==> config.mk <==
export PLATFORM = sky130hd
export DESIGN_NAME = voxelwise_rms_accumulator_unit
export DESIGN_NICKNAME = d
export VERILOG_FILES = /design/src/design/vra_pkg.sv /design/src/design/voxelwise_rms_accumulator_unit.sv /design/src/design/vra_ctrl.sv /design/src/design/vra_dp.sv
export SDC_FILE = /design/constraint.sdc
export NUM_CORES = 1
export LEC_CHECK = 0
export BUFFER_PORTS_ARGS = -buffer_cell sky130_fd_sc_hd__buf_2
export CORE_ASPECT_RATIO = 2
export CORE_UTILIZATION = 41
export CTS_BUF_LIST = sky130_fd_sc_hd__clkbuf_8
export DETAILED_ROUTE_END_ITERATION = 7
export SETUP_SLACK_MARGIN = 0.4
export SLEW_MARGIN = 20
export SYNTH_ARGS = -nofsm -noshare
export SYNTH_HDL_FRONTEND = slang
export SYNTH_SLANG_ARGS = --single-unit
==> constraint.sdc <==
create_clock -name clk -period 9.2 [get_ports clk]
set_input_delay 0 -clock clk [delete_from_list [all_inputs] [get_ports clk]]
set_output_delay 0 -clock clk [all_outputs]
set_load 0.02 [all_outputs]
==> src/design/vra_pkg.sv <==
// Package for the voxelwise RMS accumulator: widths, step counts,
// controller state type and the command/status words between controller and datapath.
// No dependencies.
package vra_pkg;

  localparam int SAMPLE_BITS = 16;
  localparam int SUM_BITS    = 39;
  localparam int SEEN_BITS   = 8;
  localparam int COUNT_BITS  = 9;
  localparam int PROD_BITS   = 2 * SAMPLE_BITS;
  localparam int ROOT_BITS   = (SUM_BITS + 1) / 2;
  localparam int RMS_BITS    = 16;
  localparam int DIV_STEPS   = SUM_BITS;
  localparam int SQRT_STEPS  = ROOT_BITS;
  localparam int STEP_BITS   = 6;

  localparam logic [COUNT_BITS-1:0] MAX_IMAGES  = 9'd256;
  localparam logic [COUNT_BITS-1:0] COUNT_RESET = 9'd1;

  typedef enum logic [2:0] {
    ST_IDLE,
    ST_MUL,
    ST_ACC,
    ST_DIV,
    ST_SQ_INIT,
    ST_SQRT,
    ST_LOAD
  } vra_state_t;

  // Commands from the controller to the datapath.
  typedef struct packed {
    logic capture;
    logic mul;
    logic acc;
    logic div_step;
    logic sqrt_init;
    logic sqrt_step;
    logic load_out;
  } vra_cmd_t;

  // Status from the datapath to the controller.
  typedef struct packed {
    logic last;
  } vra_status_t;

endpackage

==> src/design/voxelwise_rms_accumulator_unit.sv <==
// Voxelwise RMS accumulator: rms = floor(sqrt(floor(sum of squares / image_count))).
// A sample that does not close a voxel passes through capture, square and add.
// The closing sample, with the output free, goes on through 39 divider steps, a root setup,
// 20 root steps and the output load.
// The result register lets the next voxel start while a word waits on the output.
// Synchronous active-high reset clears sum, counter and output valid; image_count resets to 1.
module voxelwise_rms_accumulator_unit (
  input  logic                            clk,
  input  logic                            rst,
  input  logic                            cfg_valid,
  output logic                            cfg_ready,
  input  logic [vra_pkg::COUNT_BITS-1:0]  image_count,
  input  logic                            in_valid,
  output logic                            in_stall,
  input  logic [vra_pkg::SAMPLE_BITS-1:0] sample,
  output logic                            out_valid,
  input  logic                            out_stall,
  output logic [vra_pkg::RMS_BITS-1:0]    rms
);
  import vra_pkg::*;

  vra_cmd_t    cmd;
  vra_status_t status;

  // Configuration is taken only while the block is idle and no sample is offered.
  assign cfg_ready = !in_stall && !in_valid;

  // Controller.
  vra_ctrl u_ctrl (
    .clk       (clk),
    .rst       (rst),
    .in_valid  (in_valid),
    .in_stall  (in_stall),
    .out_valid (out_valid),
    .out_stall (out_stall),
    .status    (status),
    .cmd       (cmd)
  );

  // Datapath.
  vra_dp u_dp (
    .clk         (clk),
    .rst         (rst),
    .cfg_write   (cfg_valid && cfg_ready),
    .image_count (image_count),
    .sample      (sample),
    .cmd         (cmd),
    .status      (status),
    .rms         (rms)
  );

`ifndef NO_ASSERTIONS
  // An accepted sample occupies the block for at least the next cycle.
  a_busy_after_accept: assert property (@(posedge clk) disable iff (rst)
    (in_valid && !in_stall) |=> in_stall)
    else $error("input not stalled after an accepted sample");

  // A new output word only appears after a busy cycle.
  a_load_when_busy: assert property (@(posedge clk) disable iff (rst)
    $rose(out_valid) |-> $past(in_stall))
    else $error("output word loaded while idle");

  // Taking a new sample never drops a waiting output word.
  a_hold_output: assert property (@(posedge clk) disable iff (rst)
    (in_valid && !in_stall && out_valid && out_stall) |=> out_valid)
    else $error("waiting output word lost on sample accept");
`endif

endmodule

==> src/design/vra_ctrl.sv <==
// Controller state machine of the voxelwise RMS accumulator.
// Sequences square, accumulate, divide and root steps. Depends on vra_pkg.
module vra_ctrl (
  input  logic                clk,
  input  logic                rst,
  input  logic                in_valid,
  output logic                in_stall,
  output logic                out_valid,
  input  logic                out_stall,
  input  vra_pkg::vra_status_t status,
  output vra_pkg::vra_cmd_t    cmd
);
  import vra_pkg::*;

  vra_state_t           state;
  vra_state_t           state_next;
  logic [STEP_BITS-1:0] step;
  logic [STEP_BITS-1:0] step_next;
  logic                 out_free;
  logic                 div_end;
  logic                 sqrt_end;

  assign out_free = !out_valid || !out_stall;
  assign div_end  = (step == STEP_BITS'(DIV_STEPS - 1));
  assign sqrt_end = (step == STEP_BITS'(SQRT_STEPS - 1));

  // State and step counter registers.
  always_ff @(posedge clk) begin
    if (rst) begin
      state <= ST_IDLE;
      step  <= '0;
    end else begin
      state <= state_next;
      step  <= step_next;
    end
  end

  // Next state and step count.
  always_comb begin
    state_next = state;
    step_next  = step;
    case (state)
      ST_IDLE: begin
        if (in_valid) state_next = ST_MUL;
      end
      ST_MUL: begin
        state_next = ST_ACC;
      end
      ST_ACC: begin
        step_next = '0;
        if (status.last) state_next = ST_DIV;
        else state_next = ST_IDLE;
      end
      ST_DIV: begin
        if (div_end) begin
          state_next = ST_SQ_INIT;
          step_next  = '0;
        end else begin
          step_next = step + 1'b1;
        end
      end
      ST_SQ_INIT: begin
        state_next = ST_SQRT;
        step_next  = '0;
      end
      ST_SQRT: begin
        if (sqrt_end) begin
          state_next = ST_LOAD;
          step_next  = '0;
        end else begin
          step_next = step + 1'b1;
        end
      end
      ST_LOAD: begin
        if (out_free) state_next = ST_IDLE;
      end
      default: begin
        state_next = ST_IDLE;
        step_next  = '0;
      end
    endcase
  end

  // Command outputs decoded from the state.
  always_comb begin
    cmd      = '0;
    in_stall = 1'b1;
    case (state)
      ST_IDLE: begin
        in_stall    = 1'b0;
        cmd.capture = in_valid;
      end
      ST_MUL:     cmd.mul       = 1'b1;
      ST_ACC:     cmd.acc       = 1'b1;
      ST_DIV:     cmd.div_step  = 1'b1;
      ST_SQ_INIT: cmd.sqrt_init = 1'b1;
      ST_SQRT:    cmd.sqrt_step = 1'b1;
      ST_LOAD:    cmd.load_out  = out_free;
      default:    cmd           = '0;
    endcase
  end

  // Output word valid flag.
  always_ff @(posedge clk) begin
    if (rst) begin
      out_valid <= 1'b0;
    end else if (cmd.load_out) begin
      out_valid <= 1'b1;
    end else if (!out_stall) begin
      out_valid <= 1'b0;
    end
  end

endmodule

==> src/design/vra_dp.sv <==
// Datapath of the voxelwise RMS accumulator: magnitude, square, sum,
// restoring divider, digit-by-digit square root and output register. Depends on vra_pkg.
module vra_dp (
  input  logic                                 clk,
  input  logic                                 rst,
  input  logic                                 cfg_write,
  input  logic [vra_pkg::COUNT_BITS-1:0]       image_count,
  input  logic [vra_pkg::SAMPLE_BITS-1:0]      sample,
  input  vra_pkg::vra_cmd_t                    cmd,
  output vra_pkg::vra_status_t                 status,
  output logic [vra_pkg::RMS_BITS-1:0]         rms
);
  import vra_pkg::*;

  logic [COUNT_BITS-1:0]  count_reg;
  logic [COUNT_BITS-1:0]  count_eff;
  logic [SAMPLE_BITS-1:0] mag;
  logic [PROD_BITS-1:0]   prod;
  logic [SUM_BITS-1:0]    square_sum;
  logic [SUM_BITS-1:0]    sum_next;
  logic [SEEN_BITS-1:0]   samples_seen;
  logic [COUNT_BITS-1:0]  seen_plus;
  logic [SUM_BITS-1:0]    dq;
  logic [COUNT_BITS-1:0]  div_rem;
  logic [COUNT_BITS:0]    div_trial;
  logic                   div_bit;
  logic [2*ROOT_BITS-1:0] sq_x;
  logic [ROOT_BITS:0]     sq_rem;
  logic [ROOT_BITS:0]     sq_rem_next;
  logic [ROOT_BITS-1:0]   root;
  logic [ROOT_BITS+2:0]   sq_shift;
  logic [ROOT_BITS+2:0]   sq_trial;
  logic                   sq_bit;

  // Image count register.
  always_ff @(posedge clk) begin
    if (rst) begin
      count_reg <= COUNT_RESET;
    end else if (cfg_write) begin
      count_reg <= image_count;
    end
  end

  // Zero acts as one, and counts above the limit are clamped.
  always_comb begin
    count_eff = count_reg;
    if (count_reg == '0) count_eff = COUNT_BITS'(1);
    if (count_reg > MAX_IMAGES) count_eff = MAX_IMAGES;
  end

  // This sample closes the voxel once the count is reached or passed.
  assign seen_plus   = {1'b0, samples_seen} + COUNT_BITS'(1);
  assign status.last = (seen_plus >= count_eff);
  assign sum_next    = square_sum + SUM_BITS'(prod);

  // Magnitude capture and squaring.
  always_ff @(posedge clk) begin
    if (cmd.capture) begin
      mag <= sample[SAMPLE_BITS-1] ? (~sample + 1'b1) : sample;
    end
    if (cmd.mul) begin
      prod <= mag * mag;
    end
  end

  // Running sum and sample counter.
  always_ff @(posedge clk) begin
    if (rst) begin
      square_sum   <= '0;
      samples_seen <= '0;
    end else if (cmd.acc) begin
      if (status.last) begin
        square_sum   <= '0;
        samples_seen <= '0;
      end else begin
        square_sum   <= sum_next;
        samples_seen <= seen_plus[SEEN_BITS-1:0];
      end
    end
  end

  // One quotient bit per step of the restoring divider.
  assign div_trial = {div_rem, dq[SUM_BITS-1]};
  assign div_bit   = (div_trial >= {1'b0, count_eff});

  always_ff @(posedge clk) begin
    if (cmd.acc) begin
      dq      <= sum_next;
      div_rem <= '0;
    end else if (cmd.div_step) begin
      dq <= {dq[SUM_BITS-2:0], div_bit};
      if (div_bit) div_rem <= COUNT_BITS'(div_trial - {1'b0, count_eff});
      else div_rem <= div_trial[COUNT_BITS-1:0];
    end
  end

  // One root bit per step, taking two radicand bits at a time.
  assign sq_shift = {sq_rem, sq_x[2*ROOT_BITS-1 -: 2]};
  assign sq_trial = {1'b0, root, 2'b01};
  assign sq_bit   = (sq_shift >= sq_trial);
  always_comb begin
    if (sq_bit) sq_rem_next = (ROOT_BITS+1)'(sq_shift - sq_trial);
    else sq_rem_next = sq_shift[ROOT_BITS:0];
  end

  always_ff @(posedge clk) begin
    if (cmd.sqrt_init) begin
      sq_x   <= (2*ROOT_BITS)'(dq);
      sq_rem <= '0;
      root   <= '0;
    end else if (cmd.sqrt_step) begin
      sq_x   <= {sq_x[2*ROOT_BITS-3:0], 2'b00};
      sq_rem <= sq_rem_next;
      root   <= {root[ROOT_BITS-2:0], sq_bit};
    end
  end

  // Output word register.
  always_ff @(posedge clk) begin
    if (cmd.load_out) begin
      rms <= root[RMS_BITS-1:0];
    end
  end

endmodule

### Word level (Yosys, flattened, before mapping)

Index checks and enable logic that the tools add are counted.

| cells by class | value |
|---|---|
| add/subtract/negate cells | 6 |
| multipliers | 1 |
| magnitude comparators | 4 |
| equal/unequal tests | 13 |
| mux-type cells | 30 |
| bitwise operators | 1 |
| reductions and logical operators | 12 |

Operator list:

| cell | number |
|---|---|
| 39-bit 2-to-1 mux | 5 |
| 39-bit by 32-bit adder with 39-bit output | 1 |
| 16-bit by 16-bit multiplier with 32-bit output | 1 |
| 9-bit 2-to-1 mux | 3 |
| 23-bit by 22-bit greater-or-equal comparator with 1-bit output | 1 |
| 21-bit 2-to-1 mux | 1 |
| 3-bit one-hot mux with 7 select lines | 1 |
| 21-bit subtractor | 1 |
| 6-bit one-hot mux with 3 select lines | 1 |
| 16-bit by 1-bit adder with 16-bit output (second input constant) | 1 |
| 16-bit NOT | 1 |
| 15-bit 2-to-1 mux | 1 |
| 3-bit 2-to-1 mux | 4 |
| 6-bit 2-to-1 mux | 2 |
| 10-bit by 9-bit greater-or-equal comparator with 1-bit output | 1 |
| 1-bit 2-to-1 mux | 10 |
| 8-bit by 1-bit adder with 9-bit output (second input constant) | 1 |
| 3-bit == test (second input constant) | 3 |
| 9-bit greater-or-equal comparator | 1 |
| 9-bit greater-than comparator (second input constant) | 1 |
| 9-bit logical NOT | 1 |
| 9-bit subtractor | 1 |
| 8-bit 2-to-1 mux | 1 |
| 2-bit by 1-bit != test with 1-bit output (second input constant) | 4 |
| 14 further kinds | 19 |

| storage, ports and cells | value |
|---|---|
| bits in registers | 259 |
| bits of input ports | 30 |
| output and inout port bits | 19 |
| word-level logic and storage cells | 83 |

### Logic depth before layout (Yosys ltp)

| logic depth | value |
|---|---|
| depth in word-level cells | 6 |
| depth in mapped cells | 25 |
| mapped depth without buffers | 23 |

### Cells and area by module

A second synthesis with hierarchy kept.

| unflattened totals | value |
|---|---|
| cells, all modules | 2177 |
| area total of the unflattened synthesis | 21192.8 um^2 |

By module, submodules not included:

| module | times used | cells an instance | area each (um^2) | sequential area each (um^2) |
|---|---|---|---|---|
| vra_dp | 1 | 2090 | 20527.2 | 6376.1 |
| vra_ctrl | 1 | 85 | 649.4 | 200.2 |
| voxelwise_rms_accumulator_unit | 1 | 2 | 16.3 | 0.0 |

### Worst setup path before layout

No wires, ideal clock.

| timing path | value |
|---|---|
| path type | flip-flop to flip-flop |
| from | reg u_dp.mag[4] |
| to | reg u_dp.prod[30] (data pin) |
| arrival | 6177 ps |
| data required time | 8993 ps |
| setup slack | 2816 ps |
| stages on the path, launching flop included | 22 |
| buffers on the path | 2 |
| cell sequence | edfxtp_1 > clkbuf_1 > clkbuf_1 > nand2_1 > fa_1 > fa_1 > inv_1 > fa_1 > fa_1 > fa_1 > inv_1 > fa_1 > inv_1 > ha_1 > o21a_1 > o21ai_0 > or3_1 > o211ai_1 > o31a_1 > a41o_1 > mux2i_1 > a2111oi_0 |

| between the ends | value |
|---|---|
| longest elaborated chain between the ends | 1 |

Ends and longest elaborated chain:

| what | line | RTL |
|---|---|---|
| start, declared | vra_dp.sv:17 | `logic [SAMPLE_BITS-1:0] mag;` |
| start signal, assigned | vra_dp.sv:59 | `mag <= sample[SAMPLE_BITS-1] ? (~sample + 1'b1) : sample;` |
| 16-bit by 16-bit multiplier with 32-bit output | vra_dp.sv:62 | `prod <= mag * mag;` |
| end signal, assigned | vra_dp.sv:62 |  |
| end, declared | vra_dp.sv:18 | `logic [PROD_BITS-1:0] prod;` |

No other way between the ends.
A chain may end at the register's enable or synchronous reset.

### Worst setup path in the final report

| timing path | value |
|---|---|
| from | reg u_dp.mag[1] |
| to | reg u_dp.prod[29] (data pin) |

Same word-level chain as after synthesis.

==> impl_metrics.csv <==
group,metric,value,unit
floorplan,io_pins,49,
sta,timing.fmax,143,MHz
setup_path,critPathLaunchType,"flip-flop",
setup_path,worstRegToRegCells,22,
finish,largest_register,"u_dp.sq_x",
sta,rsz0062_at_grt,"no",
sta,hold_violations,0,
global_routing,global_route.usage.met2,41.1,%
sta,setup_total_negative_slack,0,ns
sta,timing_max_transition_violations_final,0,
floorplan,core_region_area,0.0501,mm2
drt,wirelength,49100,um
finish,layout.cells.most_common_list,"sky130_fd_sc_hd__inv_1 (323), sky130_fd_sc_hd__nand2_1 (242), sky130_fd_sc_hd__ha_1 (176)",
global_routing,globalRoute.busiestLayer,"met2",
drt,avgRoutedWirePerCell,16.6,um
finish,number_of_flip_flops_in_the_largest_register,40,
clock_tree,clock_insertion_delay_worst_skew,0.60,ns
job,cap_viol_max_count,0,
clock_tree,cts.sink_count,258,
logic_synthesis,ys_seq_elements,258,
logic_synthesis,yosysWarnings,0,
setup_path,worst-endpoint-required,9.60,ns
placement,dp.final_hpwl,38700,um
drt,drt_drc_violations_left,0,
floorplan,initial_core_utilization,41.5,%
global_routing,groute.layer.met1.usage,17.4,%
sta,clock_period_minus_final_worst_setup_slack,7.01,ns
floorplan,num_rows,116,
global_routing,number_of_global_route_vias_before_repair,16900,
setup_path,end_kind,"flip-flop",
finish,finish.net_count,2651,
floorplan,chipHeight,321,um
min_path,hold-path-cell-count,4,
clock_tree,cts-resized-gates,0,
logic_synthesis,count_of_different_cell_masters_after_synthesis,70,
drt,antenna_left,0,
placement,routabilityCongestion,0.866,
logic_synthesis,synthesized_cell_area,0.0208,mm2
setup_path,critical_path_class,"reg -> reg",
setup_path,crit_arrival,7.41,ns
sta,timing.max_slew.rel_slack,31.1,%
floorplan,die_area,0.0517,mm2
clock_tree,post-cts-setup-buffer-count,0,
finish,layout.cells.most_common,"sky130_fd_sc_hd__inv_1",
finish,biggestRegsByFlops,"u_dp.sq_x x40, u_dp.dq x39, u_dp.square_sum x39",
logic_synthesis,number_of_nets_produced_by_synthesis,2569,
logic_synthesis,number_of_flops_mapped_to_enable_cells_by_yosys,141,
drt,detailedRoute.firstPassIterationCount,5,
logic_synthesis,synth_cells,2199,
min_path,tightest_hold_check_type,"in -> reg",
outcome,status,"complete, no violations",
sta,layout_setup_ws,2.19,ns
drt,drt_first_iter_violations,601,
finish,final_util,46.2,%
global_routing,grtUsageMet3,1.80,%
global_routing,grt_max_degree,70,
placement,place.port_buffers,48,
floorplan,die_width,161,um
logic_synthesis,dominantRegCellSynth,"sky130_fd_sc_hd__edfxtp_1",
setup_path,worst-path-max-fanout,20,
global_routing,globalRoute.totalOverflow,0,
drt,drt-vias-per-instance,5.29,
global_routing,first_pass_grt_wire_length,81200,um
clock_tree,clock_tree_from_tritoncts,"built",
logic_synthesis,synth.yosys.seq_area_share,31.6,%
sta,finalCritPeriodShare,76.2,%
clock_tree,max-clock-path-buffers,3,
logic_synthesis,synth_area_per_cell,9.46,um2
drt,dr_total_vias,15700,
finish,flow.area_growth_from_synthesis,11.3,%
clock_tree,cts_htree_levels,2,
clock_tree,cts.root.buffer_cell,"sky130_fd_sc_hd__clkbuf_8",
sta,max_slew.worst_pin.slew,1.03,ns
logic_synthesis,synth-async-reset-ratio,0,%
global_routing,grt_antenna_before_repair,1,
sta,setup_viol,0,
global_routing,global_route.usage.total,19.7,%
sta,clock_skew,0.0290,ns
finish,drive_gt1_share,8.13,%
placement,place_worst_setup_slack,2.22,ns
clock_tree,clock_slew_at_the_register_clock_pins_of_the_worst_setup_and_hold_paths,0.07,ns
clock_tree,cts-buffers-inserted,40,
-- synth_stat cells (all sizes together), types with 26 or more instances --
library cell  instances  area, um2
edfxtp              141       4230
mux2i                26        260
fa                  164       3280
dfxtp               117       2340
mux2                 39        439
a21o                 29        218
inv                 311       1170
xor2                 39        342
and2                 58        363
xnor2                69        604
o21ai               138        691
nand2               243        912
clkbuf               70        264
a21oi                96        480
nand3                45        225
nor2                105        394
ha                  176       2200
-- path summary, 6_finish.rpt --
kind,from,end,slack [ns]
max,u_dp.mag[1],u_dp.prod[29],2.19
min,cfg_valid,u_dp.count_reg[4],0.04
max reg2reg,u_dp.mag[1],u_dp.prod[29],2.19
min reg2reg,u_dp.root[3],u_dp.rms[3],0.43
-- through the flow --
step / area [um2] / cells / hold WS (ns)
finish: 23100 / 2963 / 0.0438
detailed placement: 21700 / 2830 / 0.260
floorplan: 20800 / 2199 / 0.0989
global placement: 21700 / 2830 / 0.254
global route: 23100 / 2963 / 0.102
CTS: 23100 / 2961 / 0.0304
-- area by class of cell --
type | count | area [um2]
multi-input cells | 1548 | 12800
repair buffers | 121 | 951
flip-flops and latches | 258 | 6580
clock buffers | 46 | 633
clock inverters | 28 | 239
inverters | 312 | 1170
diodes | 1 | 2.50
fillers | 4742 | 26900
well taps | 649 | 812
-- critical path, stage by stage (launching register included) --
cell and delay [ns]:
sky130_fd_sc_hd__edfxtp_1 0.68, sky130_fd_sc_hd__and2_1 0.33, sky130_fd_sc_hd__fa_1 0.54, sky130_fd_sc_hd__inv_1 0.05
sky130_fd_sc_hd__fa_1 0.47, sky130_fd_sc_hd__inv_1 0.05, sky130_fd_sc_hd__fa_1 0.50, sky130_fd_sc_hd__inv_1 0.05
sky130_fd_sc_hd__fa_1 0.47, sky130_fd_sc_hd__inv_1 0.05, sky130_fd_sc_hd__fa_1 0.52, sky130_fd_sc_hd__inv_1 0.05
sky130_fd_sc_hd__fa_1 0.52, sky130_fd_sc_hd__inv_1 0.04, sky130_fd_sc_hd__ha_1 0.38, sky130_fd_sc_hd__nand4_1 0.20
sky130_fd_sc_hd__nor4_1 0.07, sky130_fd_sc_hd__nor2_1 0.24, sky130_fd_sc_hd__a21oi_1 0.19, sky130_fd_sc_hd__o211ai_1 0.36
sky130_fd_sc_hd__a21o_1 0.30, sky130_fd_sc_hd__or4b_2 0.61, sky130_fd_sc_hd__o311ai_0 0.12
-- cell families (layout without fill, tap and decap cells) --
group	after synthesis	count (layout)	share of synthesized area, %
AOI/OAI and AO/OA	431	431	13.0
and+or+nand+nor	604	604	13.9
muxes	65	65	3.36
adders and majority gates	340	340	26.4
xor gates and xnor gates	108	108	4.55
buffers and inverters	393	507	7.18
DFF	258	258	31.6
other	0	1	0
-- what timing repair did --
item	CTS	global route
endpoints found under the setup margin	0	0
hold buffers	57	0
hold endpoints to repair	76	0
-- metal layers --
layer | share of wire, % | vias up
met3 | 2.1 | 146
li1 | - | 7630
met1 | 34 | 7608
met4 | 5.7 | 0
met2 | 58 | 282
met5 | 0 | -
Power is not shown: default switching activity piles up to over one toggle a cycle in this logic, so the estimate is an artifact.
